### src/hdl/tlg_pkg.sv
// Shared types and constants of the toroidal Life generation engine.
package tlg_pkg;

	// Item opcodes.
	typedef logic [1:0] opcode_t;
	localparam opcode_t OP_WRITE = 2'd0;
	localparam opcode_t OP_STEP  = 2'd1;
	localparam opcode_t OP_READ  = 2'd2;

	// Configuration register indexes.
	typedef logic [0:0] cfg_index_t;
	localparam cfg_index_t CFG_ROWS = 1'd0;
	localparam cfg_index_t CFG_COLS = 1'd1;

	// Field and register widths.
	localparam int ROW_IDX_W = 5;
	localparam int COL_IDX_W = 7;
	localparam int ROWS_REG_W = 6;
	localparam int COLS_REG_W = 8;
	localparam int CFG_DATA_W = 8;

	// Register reset values and the smallest usable grid size.
	localparam logic [ROWS_REG_W-1:0] ROWS_RESET = 6'd25;
	localparam logic [COLS_REG_W-1:0] COLS_RESET = 8'd80;
	localparam int MIN_SIZE = 3;

	// Rule B3/S23 neighbor counts.
	localparam logic [3:0] LIVE_BIRTH = 4'd3;
	localparam logic [3:0] LIVE_KEEP  = 4'd2;

	// Controller states.
	typedef enum logic [2:0] {
		S_IDLE,
		S_WRITE,
		S_READ,
		S_PRE0,
		S_PRE1,
		S_PRE2,
		S_ROW,
		S_DONE
	} tlg_state_t;

	// Commands from the controller to the datapath.
	typedef struct packed {
		logic req_ready;
		logic wr_cell;
		logic rd_cell;
		logic rd_last;
		logic rd_first;
		logic rd_second;
		logic row_go;
		logic load_rsp;
	} tlg_cmd_t;

	// Status from the datapath to the controller.
	typedef struct packed {
		logic    req_valid;
		opcode_t req_op;
		logic    last_row;
		logic    rsp_free;
	} tlg_status_t;

endpackage

### src/hdl/tlg_ctrl.sv
// Controller state machine that sequences cell accesses and generation steps.
module tlg_ctrl (
	input  logic                 clk,
	input  logic                 arst_n,
	input  tlg_pkg::tlg_status_t status,
	output tlg_pkg::tlg_cmd_t    cmd
);
	import tlg_pkg::*;

	tlg_state_t state_q;
	tlg_state_t state_nxt;

	// State register.
	always_ff @(posedge clk or negedge arst_n) begin
		if (!arst_n) begin
			state_q <= S_IDLE;
		end else begin
			state_q <= state_nxt;
		end
	end

	// Next state.
	always_comb begin
		state_nxt = state_q;
		case (state_q)
			S_IDLE: begin
				if (status.req_valid) begin
					case (status.req_op)
						OP_WRITE: state_nxt = S_WRITE;
						OP_STEP:  state_nxt = S_PRE0;
						OP_READ:  state_nxt = S_READ;
						default:  state_nxt = S_DONE;
					endcase
				end
			end
			S_WRITE: state_nxt = S_DONE;
			S_READ:  state_nxt = S_DONE;
			S_PRE0:  state_nxt = S_PRE1;
			S_PRE1:  state_nxt = S_PRE2;
			S_PRE2:  state_nxt = S_ROW;
			S_ROW: begin
				if (status.last_row) begin
					state_nxt = S_DONE;
				end
			end
			S_DONE: begin
				if (status.rsp_free) begin
					state_nxt = S_IDLE;
				end
			end
			default: state_nxt = S_IDLE;
		endcase
	end

	// Command outputs.
	always_comb begin
		cmd = '0;
		case (state_q)
			S_IDLE:  cmd.req_ready = 1'b1;
			S_WRITE: cmd.wr_cell = 1'b1;
			S_READ:  cmd.rd_cell = 1'b1;
			S_PRE0:  cmd.rd_last = 1'b1;
			S_PRE1:  cmd.rd_first = 1'b1;
			S_PRE2:  cmd.rd_second = 1'b1;
			S_ROW:   cmd.row_go = 1'b1;
			S_DONE:  cmd.load_rsp = status.rsp_free;
			default: cmd = '0;
		endcase
	end

endmodule

### config.mk
export PLATFORM = sky130hd
export DESIGN_NAME = tlg_ctrl
export DESIGN_NICKNAME = d
export VERILOG_FILES = /design/src/hdl/tlg_pkg.sv /design/src/hdl/tlg_ctrl.sv
export SDC_FILE = /design/constraint.sdc
export NUM_CORES = 1
export LEC_CHECK = 0
export BUFFER_PORTS_ARGS = -buffer_cell sky130_fd_sc_hd__buf_2
export CAP_MARGIN = 20
export CORE_AREA = 4 4 41 43
export CTS_CLUSTER_SIZE = 8
export DETAILED_ROUTE_END_ITERATION = 6
export DIE_AREA = 0 0 45 47
export PLACE_DENSITY = 0.37
export SYNTH_ARGS = -nofsm -noshare
export SYNTH_HDL_FRONTEND = slang
export SYNTH_SLANG_ARGS = --single-unit
### constraint.sdc
create_clock -name clk -period 0.92 [get_ports clk]
set_input_delay 0.046 -clock clk [delete_from_list [all_inputs] [get_ports clk]]
set_output_delay 0.046 -clock clk [all_outputs]
set_load 0.03 [all_outputs]
Word-level counts from Yosys, hierarchy flattened
Cells that the tools add are included.
W data, S select, Z words.
- multiplexer cells: 13
- bitwise gates (word level): 0
- add/subtract/negate cells: 0
- magnitude comparators: 0
- reductions and logical operators: 4
- multipliers: 0
- equal/unequal tests: 12
- shift operators: 0
- div/mod/pow operators: 0
- operator list (cell ; count):
    $pmux W3 S7 ; 1
    $eq A3 B3 Y1 const B ; 4
    $mux W3 ; 3
    $pmux W3 S3 ; 1
    $mux W1 ; 8
    $eq A3 B2 Y1 const B ; 2
    $ne A2 B2 Y1 const B ; 3
    $eq A3 B1 Y1 const B ; 1
    $logic_not A3 Y1 ; 1
    $reduce_and A3 Y1 ; 1
    $eq A2 B1 Y1 const B ; 1
    $eq A2 B2 Y1 const B ; 1
    $logic_not A2 Y1 ; 1
    $reduce_or A2 Y1 ; 1
- memory bits (writable): 0
- output and inout port bits: 8
- bits in latches: 0
- register bits: 3
- memories: 0
- memory bits (read-only): 0

Logic depth before layout (Yosys ltp)
Gate-level depths: netlist of run 1.
- depth after elaboration: 4
- gate-level depth with buffers: 4
- mapped depth without buffers: 3

Least setup slack after synthesis of run 1
No wires, ideal clock.
- path kind: reg-to-reg
- from: register state_q[0]
- to: register state_q[2]
- cell stages (with the launch flop): 4
- setup time: 168 ps
- required time: 752 ps
- slack: -602 ps
- path buffers: 1
- data arrival time: 1354 ps
- period minus slack after synthesis: 1522 ps
- cells stage by stage: dfrtp_1 -> buf_6 -> nor3_1 -> a21oi_1
- cells in the longest elaborated chain, start to end: 3
- elaborated cells on any way between the ends: 14
- classes of those cells: 10 x eq/ne; 1 x mux; 3 x reduce/logical
- RTL lines (item ; RTL line ; RTL):
    start, declared ; tlg_ctrl.sv:10 ; tlg_state_t state_q;
    start signal, assigned ; tlg_ctrl.sv:18 ; state_q <= state_nxt;
    $eq A3 B2 Y1, or another cell as far along ; tlg_ctrl.sv:25 ; case (state_q)
    $reduce_or A2 Y1 (no line) / $ne A2 B2 Y1 (equally long branches) ; - ;
    $pmux W3 S7 / $reduce_and A3 Y1 (equally long branches) ; - ;
Several ways; a longest one is shown, not always the timed one.
A chain may end at the register's enable or synchronous reset.

==> summary.txt, run 1 <==
Final min period: 1.19 ns
top_reg_cell synth: dfrtp_1
violated checks: negative setup slack
FP Rows: 13
Worst EP required: 0.87 ns
Synth warnings: 0
maximum clock rate: 0.841 GHz
pre-CTS setup slack: -0.121 ns
die extent in y: 47 um
core area: 1300 sq um
Setup violations, final: 11
IO Port Bufs: 14
Cell Chain, Critical Path: buf_6, nor3_4, buf_6
crit path setup slack, layout: -0.270 ns
Ant. Diodes: 0
Max-cap violations: 0
DPL Wire Length: 640 um
Critical Path End: cmd[7]
status: finished with violations
CTS Root Cell: clkbuf_4
I/O pin count: 15
DR DRC count: 0
Max VDD drop: 1.33 mV
pwr/cell area: 3700 nW/um^2
Biggest register: state_q
CP endpoint kind: output port
starting density of the core: 17.2%
Filler cells: 140
Post-Route Skew: 0.00210 ns
number of synthesized register bits: 3
Post-synth top cells: 5 x nor2_1, 3 x dfrtp_1, 3 x nand2_1
CTS clock-pin slew for the worst setup and hold paths: 0.04 ns
fin. max-slew vios: 0
crit path launch: state_q[2]
die area: 2120 sq um
Synth area leader: dfrtp_1
initial antenna violation count: 0
worst r2r src: state_q[0]
share of cells above drive strength 1: 80.4%
Worst-Skew Late Latency: 0.23 ns
Via density: 4.44
Crit Path Class: reg -> out
CTS buffer count: 3
Syn Nets: 36
Synth Cell Area: 224 sq um
worst reg2reg path endpoint: state_q[1]
drt pass-1 iters: 4
Total Power: 0.00209 W
Slew HR: 82.6%
Period Utilization, post-route: 129%
Total Routing Usage GR: 8.56%
most common cell in the netlist: nor2_1
Critical Path Max Stage Delay: 0.43 ns
Vias: 315
vias in the first global route: 334
reg2reg setup slack: -0.16 ns
Yosys cell types: 16
Synth top area share: 33.5%
grt ovf: 0
synthesized netlist cell count: 29
Largest register FFs: 3
startpoint types: flip-flop
CTS tree: done
number of nets with antenna violations after routing: 0
final core occ: 43.3%
sequential fraction of the synthesis area: 33.5%
Post-synth EDFFs: 0
FF-to-FF path depth: 4
Worst Tran Pin Value: 0.259 ns
Routed WL: 789 um
synth top area cells: dfrtp_1 34%, buf_6 10%, nor2_1 8.4%
LEAKAGE: 0.256 nW
Iter 0 DRT Violations: 3
syn_area_per_cell: 7.72 sq um
htree depth: 1
CP max FO: 5
DR WL/cell: 11.1 um
asr flop ratio synth: 100%
Layout area overhead: 151%
worst-case clock buffer depth: 2
CP max-delay cell: dfrtp_2
largest net degree at the start of global routing: 7
top flop regs: state_q (3)
NumNets Final: 64
clock sinks: 3
critical path's most frequent cell: buf_6
crit path DAT: 1.14 ns
Fin Hold WS: 0.0894 ns
placer congestion estimate: 0.722
Die X: 45 um
RSZ-0062 raised after global routing: yes
Final Hold Violating Endpoints: 0
first-pass GRT wire length: 1.32 mm
Hold Path Class: in -> reg
[logic make-up (layout without fill, tap and decap cells)]
family	Yosys count	count (layout)	synth area share, %
and+or+nand+nor	16	16	34.1
AOI/OAI and AO/OA	6	6	19.0
buffers and inverters	4	31	13.4
DFF	3	3	33.5
[worst min path at each step]
| stage | from | end | cells past startpoint |
|---|---|---|---|
| 3_3_place_gp | arst_n | state_q[0] | 1 |
| 3_5_place_dp | arst_n | state_q[1] | 1 |
| 6_report | status[3] | state_q[2] | 3 |
| 2_1_floorplan | arst_n | state_q[0] | 0 |
| 4_1_cts | status[3] | state_q[2] | 3 |
| 5_1_grt | status[3] | state_q[2] | 3 |
[worst max-delay path: cells and delay by family, from the launching register on]
family	cells	cell delay, ns
buf+inv	2	0.28
flops	1	0.43
simple gates	1	0.19
[metal layers]
metal / GRT usage (%) / vias to the layer above / wire length, um
met2: 15.5 / 10 / 437
li1: - / 153 / -
met3: 2.30 / 0 / 49
met5: 0 / - / 0
met4: 5.26 / 0 / 0
met1: 8.72 / 152 / 302
[what timing repair did]
item	4_1_cts	5_1_grt
buffers inserted	3	0
setup endpoints to repair	11	11
hold buffers	1	0
pin swaps	3	0
gates resized for setup	25	7
endpoints found under the hold margin	3	0
[area by class of cell]
| cell class | count | area (sq um) | share of cell area (%) |
|---|---|---|---|
| inverter | 2 | 7.51 | 1.33 |
| multi-input combinational | 22 | 203 | 36.0 |
| timing repair buffer | 25 | 229 | 40.7 |
| tap | 15 | 18.8 | 3.33 |
| sequential | 3 | 78.8 | 14.0 |
| clock buffer | 4 | 26.3 | 4.67 |
[layout by cell type (no fill, tap or decap)]
cell and n:
a211oi_1 1, a21oi_1 1, a21oi_2 1, a311oi_2 1, and3_4 2, buf_12 1
buf_2 6, buf_4 6, buf_6 11, clkbuf_1 1, clkbuf_4 3, dfrtp_2 3
dlygate4sd3_1 1, inv_2 2, nand2_1 2, nand2_4 1, nand2b_1 1, nand2b_4 1
nand3_1 1, nor2_1 1, nor2_2 1, nor2_4 3, nor3_2 1, nor3_4 1
o21a_1 1, o32ai_2 1, or2_0 1
[report_power, final]
part           switching (W)  internal [W]
clock network      0.0000643      0.000162
logic               0.000759      0.000784
registers           0.000108      0.000208
[per-stage QoR]
stage / area [sq um] / std cells / TNS (ns)
after floorplan: 268 / 29 / -0.553
after global placement: 399 / 63 / -0.737
after detailed placement: 399 / 63 / -0.839
after CTS: 547 / 71 / -2.27
after global routing: 563 / 71 / -2.57
final: 563 / 71 / -2.13
(Power assumes the default switching activity.)
==> inputs of run 2 (changes only) <==
--- a/config.mk
+++ b/config.mk
@@ -12,6 +12,7 @@
 export DETAILED_ROUTE_END_ITERATION = 6
 export DIE_AREA = 0 0 45 47
 export PLACE_DENSITY = 0.37
+export SETUP_SLACK_MARGIN = 0.02
 export SYNTH_ARGS = -nofsm -noshare
 export SYNTH_HDL_FRONTEND = slang
 export SYNTH_SLANG_ARGS = --single-unit
==> summary.txt, run 2 (synthesis gave the netlist of run 1 again) <==
status: finished with violations
violated checks: negative setup slack
I/O pin count: 15 (unchanged)
maximum clock rate: 0.831 GHz (-1.1%)
Placed Cells: 63 (unchanged)
non-filler cells, final: 76 (+7.0%)
fin. max-slew vios: 0 (unchanged)
die extent in y: 47 um (unchanged)
core area: 1300 sq um (unchanged)
first-pass GRT wire length: 1.68 mm (+27%)
IO Port Bufs: 14 (unchanged)
pwr/cell area: 3720 nW/um^2 (+0.44%)
Total Routing Usage GR: 11.9% (+3.3 points)
commonest cells after routing, fill and taps aside: 15 x buf_6, 8 x buf_4, 6 x buf_2, 4 x nor2_4
vias in the first global route: 368 (+10%)
CP delay by family, top: flip-flops
most common cell after layout, fill and taps aside: buf_6
Cell Chain, Critical Path: buf_6, nor3_4, buf_6
placer congestion estimate: 0.783 (+8.6%)
CTS buffer count: 3 (unchanged)
CP endpoint kind: output port
number of nets with antenna violations after routing: 0 (unchanged)
htree depth: 1 (unchanged)
Via density: 4.39 (-0.94%)
crit path DAT: 1.16 ns (+0.02 ns)
NumNets Final: 69 (+7.8%)
CTS tree: done
Final Hold Violating Endpoints: 0 (unchanged)
min-delay src: status[3]
DR WL/cell: 12.4 um (+12%)
startpoint types: flip-flop
Routed WL: 944 um (+20%)
worst-case clock buffer depth: 2 (unchanged)
CTS Root Cell: clkbuf_4
grt ovf: 0 (unchanged)
Final min period: 1.20 ns (+0.0133 ns)
crit path launch: state_q[1]
Setup violations, final: 11 (unchanged)
fin area: 638 sq um (+13%)
Max-cap violations: 0 (unchanged)
Layout area overhead: 185%
Worst EP required: 0.87 ns (about the same)
Post-DP Area: 388 sq um (-2.8%)
top flop regs: state_q (3)
Post-Route Skew: 0.00249 ns (+0.000383 ns)
LEAKAGE: 0.283 nW (+11%)
Ant. Diodes: 0 (unchanged)
Critical Path Max Stage Delay: 0.44 ns (about the same)
Period Utilization, post-route: 131% (+1.4 points)
starting density of the core: 17.2% (unchanged)
critical path's most frequent cell: buf_6
Biggest register: state_q
Crit Path Class: reg -> out
drt pass-1 iters: 1 (-3)
FP Rows: 13 (unchanged)
initial antenna violation count: 0 (unchanged)
largest net degree at the start of global routing: 6 (-1)
clock sinks: 3 (unchanged)
Iter 0 DRT Violations: 0 (-3)
CP max FO: 5 (unchanged)
Vias: 334 (+6.0%)
Slew HR: 87.7% (+5.0 points)
Multi-input gate area: 235 sq um (+16%)
Bufs and invs on worst path: 2 (unchanged)
Hold Path Class: in -> reg
die area: 2120 sq um (unchanged)
DR DRC count: 0 (unchanged)
Worst-Skew Late Latency: 0.24 ns (about the same)
DPL Wire Length: 622 um (-2.8%)
crit path setup slack, layout: -0.283 ns (-0.0133 ns)
CP max-delay cell: dfrtp_2
Die X: 45 um (unchanged)
CTS clock-pin slew for the worst setup and hold paths: 0.04 ns (about the same)
storage element area: 78.8 sq um (unchanged)
share of cells above drive strength 1: 83.6% (+3.2 points)
Filler cells: 135 (-3.6%)
RSZ-0062 raised after global routing: yes
Worst Tran Pin Value: 0.184 ns (-0.0746 ns)
Max VDD drop: 1.62 mV (+21%)
Largest register FFs: 3 (unchanged)
worst r2r src: state_q[1]
run 2: changes by cell type in the layout (fill, tap and decap cells not counted), sizes merged:
cell  previous run  this run
buf             24        29
run 2: area by class of cell:
class | instances | area share (%)
multi-input combinational | 22 | 36.9
tap | 15 | 2.94
clock buffer | 4 | 4.12
inverter | 2 | 1.57
timing repair buffer | 30 | 42.2
sequential | 3 | 12.4
run 2: path summary, 6_finish.rpt:
kind                       slack, ns          to  depth (start not counted)
max reg2reg                    -0.24  state_q[1]                          4
max in group asynchronous       0.66  state_q[1]                          2
max                            -0.28      cmd[7]                          3
min reg2reg                     0.73  state_q[2]                          3
min in group asynchronous       0.14  state_q[2]                          2
min                             0.09  state_q[2]                          3
run 2: metal layers:
metal / vias up / part of all wire, % / global-route usage [%]
met5: - / 0 / 0
met2: 14 / 63 / 22.9
li1: 163 / - / -
met1: 155 / 29 / 10.1
met3: 2 / 6.1 / 4.21
met4: 0 / 1.8 / 8.19
run 2: repair_timing:
item	CTS	global route
pin swaps	4	3
hold buffers	1	0
setup buffers	5	3
resized for setup	31	10
hold endpoints to repair	3	0
setup endpoints to repair	11	11
run 2: tightest hold or removal path, cell delays in order:
cell     delay (ns)
buf_2          0.11
nand3_1        0.08
a21oi_2        0.06
run 2: metrics by stage:
stage	hold slack [ns]	setup TNS [ns]	setup slack (ns)	utilization (%)	power, W
2_1_floorplan	-0.250	-0.495	-0.159	-	0.00102
3_3_place_gp	-0.156	-0.947	-0.138	29.8	0.00134
3_5_place_dp	-0.156	-0.984	-0.141	29.8	0.00134
4_1_cts	0.0849	-2.41	-0.289	43.8	0.00214
5_1_grt	0.108	-2.93	-0.340	49.0	0.00252
6_report	0.0919	-2.44	-0.283	49.0	0.00237
run 2: where the power goes:
group | internal (W) | leakage, nW | switching [W]
clock | 0.000163 | 0.0150 | 0.0000728
combinational | 0.000925 | 0.239 | 0.000884
sequential | 0.000208 | 0.0298 | 0.000120
